### config.mk
export PLATFORM = sky130hd
export DESIGN_NAME = sorted_set_insert_delete
export DESIGN_NICKNAME = d
export VERILOG_FILES = /design/src/rtl/ssid_pkg.sv /design/src/rtl/ssid_ram.sv /design/src/rtl/ssid_cmp.sv /design/src/rtl/sorted_set_insert_delete.sv
export VERILOG_INCLUDE_DIRS = /design/src /design/src/rtl
export SDC_FILE = /design/constraint.sdc
export NUM_CORES = 2
export LEC_CHECK = 0
export BUFFER_PORTS_ARGS = -buffer_cell sky130_fd_sc_hd__buf_2
export CAP_MARGIN = 20
export CORE_MARGIN = 2
export CORE_UTILIZATION = 45
export DETAILED_ROUTE_END_ITERATION = 16
export PLACE_DENSITY = 0.65
export SLEW_MARGIN = 20
export SYNTH_ARGS = -nofsm -noshare
export SYNTH_HDL_FRONTEND = slang
export SYNTH_SLANG_ARGS = --single-unit
### constraint.sdc
create_clock -name clk_i -period 6.01 [get_ports clk_i]
set_input_delay 1.202 -clock clk_i [delete_from_list [all_inputs] [get_ports clk_i]]
set_output_delay 1.202 -clock clk_i [all_outputs]
set_load 0.03 [all_outputs]
### src/rtl/sorted_set_insert_delete_assert.svh
// Assertion macros shared by the sorted set block.
// Each macro expects clk_i and rst_ni to be visible where it is used.
`ifndef SORTED_SET_INSERT_DELETE_ASSERT_SVH
`define SORTED_SET_INSERT_DELETE_ASSERT_SVH

// The condition must never be seen at a clock edge outside reset.
`define SSID_ASSERT_NEVER(lbl, cond, msg) \
  lbl: assert property (@(posedge clk_i) disable iff (!rst_ni) !(cond)) else $error(msg);

// The consequent must hold in the same cycle as the antecedent.
`define SSID_ASSERT_IMP(lbl, ante, cons, msg) \
  lbl: assert property (@(posedge clk_i) disable iff (!rst_ni) (ante) |-> (cons)) \
    else $error(msg);

// The consequent must hold in the cycle after the antecedent.
`define SSID_ASSERT_NEXT(lbl, ante, cons, msg) \
  lbl: assert property (@(posedge clk_i) disable iff (!rst_ni) (ante) |=> (cons)) \
    else $error(msg);

`endif

### src/rtl/ssid_pkg.sv
package ssid_pkg;

  // Number of values the table can hold.
  localparam int unsigned CAPACITY  = 64;
  localparam int unsigned ADDR_W    = (CAPACITY > 1) ? $clog2(CAPACITY) : 1;
  localparam int unsigned CNT_W     = $clog2(CAPACITY + 1);
  localparam int unsigned VAL_W     = 32;
  localparam int unsigned OUT_CNT_W = 7;

  typedef enum logic {
    OP_INSERT = 1'b0,
    OP_DELETE = 1'b1
  } op_e;

  typedef enum logic [1:0] {
    ST_DONE   = 2'd0,
    ST_DUP    = 2'd1,
    ST_FULL   = 2'd2,
    ST_ABSENT = 2'd3
  } status_e;

  // Result of the shared comparator: stored entry against the item value.
  typedef struct packed {
    logic lt;
    logic eq;
  } cmp_res_t;

endpackage

### src/rtl/ssid_ram.sv
module ssid_ram #(
  parameter int unsigned WIDTH = 32,
  parameter int unsigned DEPTH = 64
) (
  input  logic                             clk_i,
  input  logic                             we_i,
  input  logic [$clog2(DEPTH > 1 ? DEPTH : 2)-1:0] addr_i,
  input  logic [WIDTH-1:0]                 wdata_i,
  output logic [WIDTH-1:0]                 rdata_o
);

  logic [WIDTH-1:0] mem_q [DEPTH];
  logic [WIDTH-1:0] rdata_q;

  // Single port with a registered read.
  always_ff @(posedge clk_i) begin
    if (we_i) begin
      mem_q[addr_i] <= wdata_i;
    end
    rdata_q <= mem_q[addr_i];
  end

  assign rdata_o = rdata_q;

endmodule

### src/rtl/ssid_cmp.sv
module ssid_cmp
  import ssid_pkg::*;
(
  input  logic signed [VAL_W-1:0] entry_i,
  input  logic signed [VAL_W-1:0] value_i,
  output cmp_res_t                res_o
);

  // Signed compare of a stored entry against the value being looked for.
  always_comb begin
    res_o.lt = (entry_i < value_i);
    res_o.eq = (entry_i == value_i);
  end

endmodule

### src/rtl/sorted_set_insert_delete.sv
// Channel   Direction  Handshake                 Payload
// input     in         in_valid_i / in_stall_o   op_i, value_i
// result    out        out_valid_o / out_stall_i status_o, count_o, smallest_o, largest_o
//
// An item costs a read and a compare per entry the search visits and a read and a write per
// entry moved, plus acceptance, decision, write and close; the single entry memory port
// sets this. Reset is asynchronous and active low; no clearing pass is needed, since only
// entries below the count are ever used. A result waits in the output register while the
// next item is already accepted; a stalled result holds the block before its next result.
`include "sorted_set_insert_delete_assert.svh"

module sorted_set_insert_delete
  import ssid_pkg::*;
(
  input  logic                    clk_i,
  input  logic                    rst_ni,
  input  logic                    in_valid_i,
  output logic                    in_stall_o,
  input  logic                    op_i,
  input  logic signed [VAL_W-1:0] value_i,
  output logic                    out_valid_o,
  input  logic                    out_stall_i,
  output logic [1:0]              status_o,
  output logic [OUT_CNT_W-1:0]    count_o,
  output logic signed [VAL_W-1:0] smallest_o,
  output logic signed [VAL_W-1:0] largest_o
);

  // Sequencer states, one-hot.
  typedef enum logic [9:0] {
    S_IDLE = 10'b0000000001, // waiting for an item
    S_SRD  = 10'b0000000010, // search: read the entry at the index
    S_SCMP = 10'b0000000100, // search: compare the entry with the value
    S_DEC  = 10'b0000001000, // decide what the item does to the table
    S_SHRD = 10'b0000010000, // shift: read the neighbour entry
    S_SHWR = 10'b0000100000, // shift: write it one place along
    S_PUT  = 10'b0001000000, // write the inserted value at its place
    S_ENDA = 10'b0010000000, // read the first entry
    S_ENDB = 10'b0100000000, // capture the smallest, read the last entry
    S_OUT  = 10'b1000000000  // capture the largest and hand the result over
  } state_e;

  state_e                  state_q, state_d;
  logic                    op_q, op_d;
  logic signed [VAL_W-1:0] val_q, val_d;
  logic [CNT_W-1:0]        cnt_q, cnt_d;
  logic [CNT_W-1:0]        idx_q, idx_d;
  logic [CNT_W-1:0]        pos_q, pos_d;
  logic                    hit_q, hit_d;
  status_e                 st_q, st_d;
  logic signed [VAL_W-1:0] min_q, min_d;
  logic signed [VAL_W-1:0] max_q, max_d;

  logic                    ov_q, ov_d;
  logic [1:0]              ost_q, ost_d;
  logic [OUT_CNT_W-1:0]    ocnt_q, ocnt_d;
  logic signed [VAL_W-1:0] omin_q, omin_d;
  logic signed [VAL_W-1:0] omax_q, omax_d;

  logic                    ram_we;
  logic [CNT_W-1:0]        ram_idx;
  logic [VAL_W-1:0]        ram_wdata;
  logic [VAL_W-1:0]        ram_rdata;
  cmp_res_t                cmp_res;

  logic                    in_acc;
  logic                    slot_free;
  logic [CNT_W-1:0]        idx_inc;
  logic [CNT_W-1:0]        idx_dec;
  logic [CNT_W-1:0]        nbr_idx;

  assign in_stall_o = (state_q != S_IDLE);
  assign in_acc     = in_valid_i && !in_stall_o;
  // The output register can take a new result if it is empty or being emptied now.
  assign slot_free  = !ov_q || !out_stall_i;

  assign idx_inc = idx_q + CNT_W'(1);
  assign idx_dec = idx_q - CNT_W'(1);
  // An insert moves entries up, so it reads the one below; a delete reads the one above.
  assign nbr_idx = (op_q == OP_INSERT) ? idx_dec : idx_inc;

  // The entry table lives in a single-port memory with a registered read.
  ssid_ram #(
    .WIDTH (VAL_W),
    .DEPTH (CAPACITY)
  ) u_ram (
    .clk_i   (clk_i),
    .we_i    (ram_we),
    .addr_i  (ram_idx[ADDR_W-1:0]),
    .wdata_i (ram_wdata),
    .rdata_o (ram_rdata)
  );

  // The one comparator, reused for every entry visited by the search.
  ssid_cmp u_cmp (
    .entry_i (ram_rdata),
    .value_i (val_q),
    .res_o   (cmp_res)
  );

  // Memory port: which index is addressed and whether it is written.
  always_comb begin
    ram_we    = 1'b0;
    ram_idx   = idx_q;
    ram_wdata = ram_rdata;
    unique case (state_q)
      S_SHRD: begin
        ram_idx = nbr_idx;
      end
      S_SHWR: begin
        ram_we = 1'b1;
      end
      S_PUT: begin
        ram_we    = 1'b1;
        ram_idx   = pos_q;
        ram_wdata = val_q;
      end
      S_ENDA: begin
        ram_idx = '0;
      end
      S_ENDB: begin
        ram_idx = cnt_q - CNT_W'(1);
      end
      S_OUT: begin
        ram_idx = cnt_q - CNT_W'(1);
      end
      default: begin
        ram_idx = idx_q;
      end
    endcase
  end

  // Sequencer.
  always_comb begin
    state_d = state_q;
    op_d    = op_q;
    val_d   = val_q;
    cnt_d   = cnt_q;
    idx_d   = idx_q;
    pos_d   = pos_q;
    hit_d   = hit_q;
    st_d    = st_q;
    min_d   = min_q;
    max_d   = max_q;
    ov_d    = ov_q && out_stall_i;
    ost_d   = ost_q;
    ocnt_d  = ocnt_q;
    omin_d  = omin_q;
    omax_d  = omax_q;

    unique case (state_q)
      S_IDLE: begin
        if (in_acc) begin
          op_d  = op_i;
          val_d = value_i;
          idx_d = '0;
          pos_d = '0;
          hit_d = 1'b0;
          // An empty table needs no search: the place is the first slot.
          state_d = (cnt_q == '0) ? S_DEC : S_SRD;
        end
      end

      S_SRD: begin
        state_d = S_SCMP;
      end

      S_SCMP: begin
        if (cmp_res.lt) begin
          idx_d = idx_inc;
          if (idx_inc == cnt_q) begin
            // Every stored entry is below the value: its place is at the end.
            pos_d   = cnt_q;
            hit_d   = 1'b0;
            state_d = S_DEC;
          end else begin
            state_d = S_SRD;
          end
        end else begin
          pos_d   = idx_q;
          hit_d   = cmp_res.eq;
          state_d = S_DEC;
        end
      end

      S_DEC: begin
        st_d = ST_DONE;
        if (op_q == OP_INSERT) begin
          if (hit_q) begin
            st_d    = ST_DUP;
            state_d = S_ENDA;
          end else if (cnt_q == CNT_W'(CAPACITY)) begin
            st_d    = ST_FULL;
            state_d = S_ENDA;
          end else begin
            // Move entries up from the top down to the insertion place.
            idx_d   = cnt_q;
            state_d = (cnt_q == pos_q) ? S_PUT : S_SHRD;
          end
        end else begin
          if (!hit_q) begin
            st_d    = ST_ABSENT;
            state_d = S_ENDA;
          end else if ((pos_q + CNT_W'(1)) == cnt_q) begin
            // The last entry goes: nothing to move.
            cnt_d   = cnt_q - CNT_W'(1);
            state_d = S_ENDA;
          end else begin
            idx_d   = pos_q;
            state_d = S_SHRD;
          end
        end
      end

      S_SHRD: begin
        state_d = S_SHWR;
      end

      S_SHWR: begin
        if (op_q == OP_INSERT) begin
          idx_d   = idx_dec;
          state_d = (idx_dec == pos_q) ? S_PUT : S_SHRD;
        end else begin
          idx_d = idx_inc;
          if ((idx_q + CNT_W'(2)) == cnt_q) begin
            cnt_d   = cnt_q - CNT_W'(1);
            state_d = S_ENDA;
          end else begin
            state_d = S_SHRD;
          end
        end
      end

      S_PUT: begin
        cnt_d   = cnt_q + CNT_W'(1);
        state_d = S_ENDA;
      end

      S_ENDA: begin
        if (cnt_q == '0) begin
          min_d   = '0;
          max_d   = '0;
          state_d = S_OUT;
        end else begin
          state_d = S_ENDB;
        end
      end

      S_ENDB: begin
        min_d   = ram_rdata;
        state_d = S_OUT;
      end

      S_OUT: begin
        // The read of the last entry issued in the previous state lands now,
        // unless the table is empty and both ends were already set to zero.
        if (slot_free) begin
          ov_d    = 1'b1;
          ost_d   = st_q;
          ocnt_d  = OUT_CNT_W'(cnt_q);
          omin_d  = min_q;
          omax_d  = (cnt_q == '0) ? max_q : ram_rdata;
          state_d = S_IDLE;
        end
      end

      default: begin
        state_d = S_IDLE;
      end
    endcase
  end

  // While S_OUT waits, the port keeps reading the last entry, so the largest
  // value stays on the read data.

  always_ff @(posedge clk_i or negedge rst_ni) begin
    if (!rst_ni) begin
      state_q <= S_IDLE;
      cnt_q   <= '0;
      ov_q    <= 1'b0;
    end else begin
      state_q <= state_d;
      cnt_q   <= cnt_d;
      ov_q    <= ov_d;
    end
  end

  always_ff @(posedge clk_i) begin
    op_q   <= op_d;
    val_q  <= val_d;
    idx_q  <= idx_d;
    pos_q  <= pos_d;
    hit_q  <= hit_d;
    st_q   <= st_d;
    min_q  <= min_d;
    max_q  <= max_d;
    ost_q  <= ost_d;
    ocnt_q <= ocnt_d;
    omin_q <= omin_d;
    omax_q <= omax_d;
  end

  assign out_valid_o = ov_q;
  assign status_o    = ost_q;
  assign count_o     = ocnt_q;
  assign smallest_o  = omin_q;
  assign largest_o   = omax_q;

  // The count never passes the capacity of the table.
  `SSID_ASSERT_NEVER(a_cnt_bound, cnt_q > CNT_W'(CAPACITY), "entry count above capacity")

  // An insert write only happens with room left and at a place within the stored range.
  `SSID_ASSERT_IMP(a_put_room, state_q == S_PUT,
    (cnt_q < CNT_W'(CAPACITY)) && (pos_q <= cnt_q), "insert write without room")

  // A handed-over result of a non-empty table keeps its ends in order.
  `SSID_ASSERT_IMP(a_ends_order, ov_q && (cnt_q != '0) && $rose(ov_q),
    omin_q <= omax_q, "smallest above largest")

  // An accepted item always starts work in the sequencer.
  `SSID_ASSERT_NEXT(a_acc_busy, in_acc, state_q != S_IDLE, "accepted item left idle")

endmodule

==> results by group <==
Placement
  – Post-DP Area: 0.09481 mm²
  – HPWL after detailed placement: 150700 µm
  – Gpl congestion: 0.8855
  – IO Port Bufs: 111

Timing
  – Fmax: 187.9 MHz
  – Period utilisation layout: 0.8856
  – Setup-failing EPs final: 0
  – Endpoints failing hold: 0
  – Final slew viol count: 0
  – Setup_tns: 0 ns
  – Clock Skews: 0.06657 ns
  – Period minus WS final: 5.322 ns
  – RSZ-0062 raised after global routing: false
  – Slew headroom: 0.1235
  – Worst hold slack: 0.3112 ns
  – Tightest Pin Transition: 1.298 ns

Finish
  – Post-layout instance area: 0.1019 mm²
  – Fillers: 16130
  – Multi-input combinational cell area: 0.02161 mm²
  – Commonest non-fill, non-tap cell in the layout: edfxtp_1
  – Most frequent cells in the layout: 2203 x edfxtp_1, 1467 x nand2_1, 355 x mux2i_1
  – Ant diodes: 0
  – Share of layout cells above drive strength 1: 0.1167
  – Area growth from synthesis to layout: 13.73%
  – Register area: 0.06725 mm²
  – Nets: 6464

Clock network
  – Hold buffer count at CTS: 0
  – H-tree levels: 4
  – Post-CTS setup buffers: 0
  – TritonCTS buffer count: 214
  – Max clock buf depth: 3
  – CTS Sinks: 2253
  – Worst skew pair latency: 0.89 ns
  – CTS root buf: clkbuf_16
  – Reg clk slew, reported paths: 0.07 ns
  – CTS tree: done
  – Post-CTS sizing: 0

Synth
  – Register area share after synthesis: 0.7503
  – Predominant post-synthesis flop cell: edfxtp_1
  – Dominant cell type by area after synthesis: edfxtp_1
  – Synth unique cells: 76
  – Synthesized cell area: 0.08962 mm²
  – Async S/R FF share, synth: 0.007989
  – #FFs+latches synth: 2253
  – Syn Area/Cell: 14.34 µm²
  – Gate Count Post-Synth: 6248
  – Area fraction of the dominant cell type after synthesis: 0.7381
  – Synth warn: 0
  – Top cells by area, synth: edfxtp_1 74%, nand2_1 6.2%, mux2i_1 4.0%
  – Number of flops mapped to enable cells by yosys: 2203
  – Post-synth net total: 6326

Setup path
  – R2R setup slack: 0.69 ns
  – CP Data Required Time: 6.71 ns
  – CP Capture Type: flop
  – CP cell instances: inv_1, ha_1, nor3b_1, mux2i_1, xnor2_1, a211oi_1, or4_4, nand2b_2, buf_4, a221oi_1, o21a_1, nor4_1, nand4_1
  – CP Data Arrival Time: 6.02 ns
  – Worst Reg-to-Reg Cells: 13
  – Critical R2R Capture: u_ram.rdata_o[7]$_DFF_P_
  – Critical path class: reg2reg
  – Crit-path leading delay family: simple AND/OR/NAND/NOR gates
  – Instance count on the critical path: 13
  – Critical Path Start Type: flop
  – CP max-delay cell: nor4_1
  – RR Startpoint: idx_q[0]$_DFFE_PP_
  – CP Buf/Inv Count: 2
  – Slowest cell delay on critical path: 0.98 ns
  – Crit-path max FO: 25

Run status
  – Status: completed

Route
  – DRT Pass-1 Iters: 6
  – Routed Antenna Nets: 0
  – Wire per inst: 26.75 µm
  – Total number of vias: 54629
  – Via density: 5.929
  – Residual DRC count: 0
  – Initial DRC count: 7300
  – DRT Wirelength: 246400 µm

Floorplanning
  – Die Y: 450.3 µm
  – I/O pin total: 112
  – Initial Util: 0.4535
  – Placement Rows: 163
  – Core region area: 0.1976 mm²
  – Die X: 450.3 µm
  – Die area: 0.2028 mm²

Run
  – Max_cap viols: 0

Pwr
  – Peak supply drop: 0.5494 mV
  – Pleak: 0.03544 µW
  – Pwr dens: 518.1 mW/mm²

GRT
  – Total congestion overflow: 0
  – Gr usage total: 0.2383
  – Largest net degree at the start of global routing: 146
  – Initial antenna violation count: 4
  – First-pass GRT wire length: 360200 µm
  – Vias in the first global route: 51509

Worst hold path
  – Hold Crit Class: in2async
[power breakdown]
| group | total [µW] | switching [µW] | internal [µW] | leakage (µW) |
|---|---|---|---|---|
| logic | 18600 | 13400 | 5260 | 0.0115 |
| clock network | 13600 | 5900 | 7700 | 0.00347 |
| registers | 20600 | 768 | 19800 | 0.0205 |
| total | 52800 | 20100 | 32800 | 0.0354 |
[registers in the layout (all words and copies together), names as in the netlist, 7 cells and up]
| register | cells |
|---|---|
| state_q | 10 |
| smallest_o | 32 |
| val_q | 32 |
| min_q | 32 |
| u_ram.mem_q | 2048 |
| pos_q | 7 |
| largest_o | 32 |
| idx_q | 7 |
| cnt_q | 7 |
| u_ram.rdata_o | 32 |
| count_o | 7 |
[layout make-up]
cell class,count,area share
clock buffer,270,0.05560
clock inverter,134,0.01403
inverter,46,0.001694
multi-input combinational,3554,0.2120
sequential,2253,0.6597
tap,2640,0.03241
timing repair buffer,317,0.02457
[per-layer routing]
layer | vias to the layer above | global-route usage | routed length, µm
met4 | 2 | 0.05290 | 4840
met5 | - | 0 | 12
li1 | 23888 | - | -
met2 | 2828 | 0.3614 | 111700
met1 | 27570 | 0.3524 | 103700
met3 | 341 | 0.05244 | 26200
[cells in the mapped netlist, types with 9 or more instances]
master and count:
a211oi_1 33, a21o_1 13, a21oi_1 97, a221o_1 73
a221oi_1 53, a22o_1 30, a311oi_1 97, a31oi_1 96
a32o_1 51, and2_1 35, and3_1 224, and4_1 9
buf_1 53, buf_2 113, clkbuf_1 225, dfrtp_1 17
dfxtp_1 32, edfxtp_1 2203, ha_1 41, inv_1 45
mux2i_1 355, nand2_1 1469, nand3_1 315, nand4_1 47
nor2_1 132, nor2b_1 36, nor3_1 44, nor4_1 32
o21a_1 28, o21ai_0 64, o22ai_1 9, o41ai_1 26
or3_1 9, xnor2_1 27, xor2_1 20
[logic make-up (layout without fill, tap and decap cells)]
group                      Yosys count  in the layout  synth area share
AOI/OAI and AO/OA                  721            721           0.06138
xor gates and xnor gates            47             47          0.004593
adders and majority gates           41             41          0.005724
buffers and inverters              441            767           0.02021
DFF                               2253           2253            0.7503
muxes                              355            355           0.03965
and+or+nand+nor                   2390           2390            0.1181
[worst max-delay path by stage]
stage,start,endpoint
after floorplan,state_q[1]$_DFFE_PN0P_,count_o[0]$_DFFE_PP_
after global placement,idx_q[0]$_DFFE_PP_,u_ram.rdata_o[3]$_DFF_P_
after detailed placement,idx_q[0]$_DFFE_PP_,u_ram.rdata_o[20]$_DFF_P_
after CTS,idx_q[0]$_DFFE_PP_,u_ram.rdata_o[20]$_DFF_P_
after global routing,idx_q[0]$_DFFE_PP_,u_ram.rdata_o[4]$_DFF_P_
final,idx_q[0]$_DFFE_PP_,u_ram.rdata_o[7]$_DFF_P_
[metrics by stage]
step | total power (µW) | setup slack, ns | instances | utilization
final | 52810 | 0.6877 | 9214 | 0.5158
after global routing | 54800 | 0.4599 | 9214 | 0.5158
after CTS | 52600 | 0.8112 | 9213 | 0.5157
after detailed placement | 39160 | 0.8104 | 8809 | 0.4798
after global placement | 38870 | 0.6349 | 8806 | 0.4795
after floorplan | 31950 | 0.6189 | 6248 | -
Power figures use the tool's default switching activity.
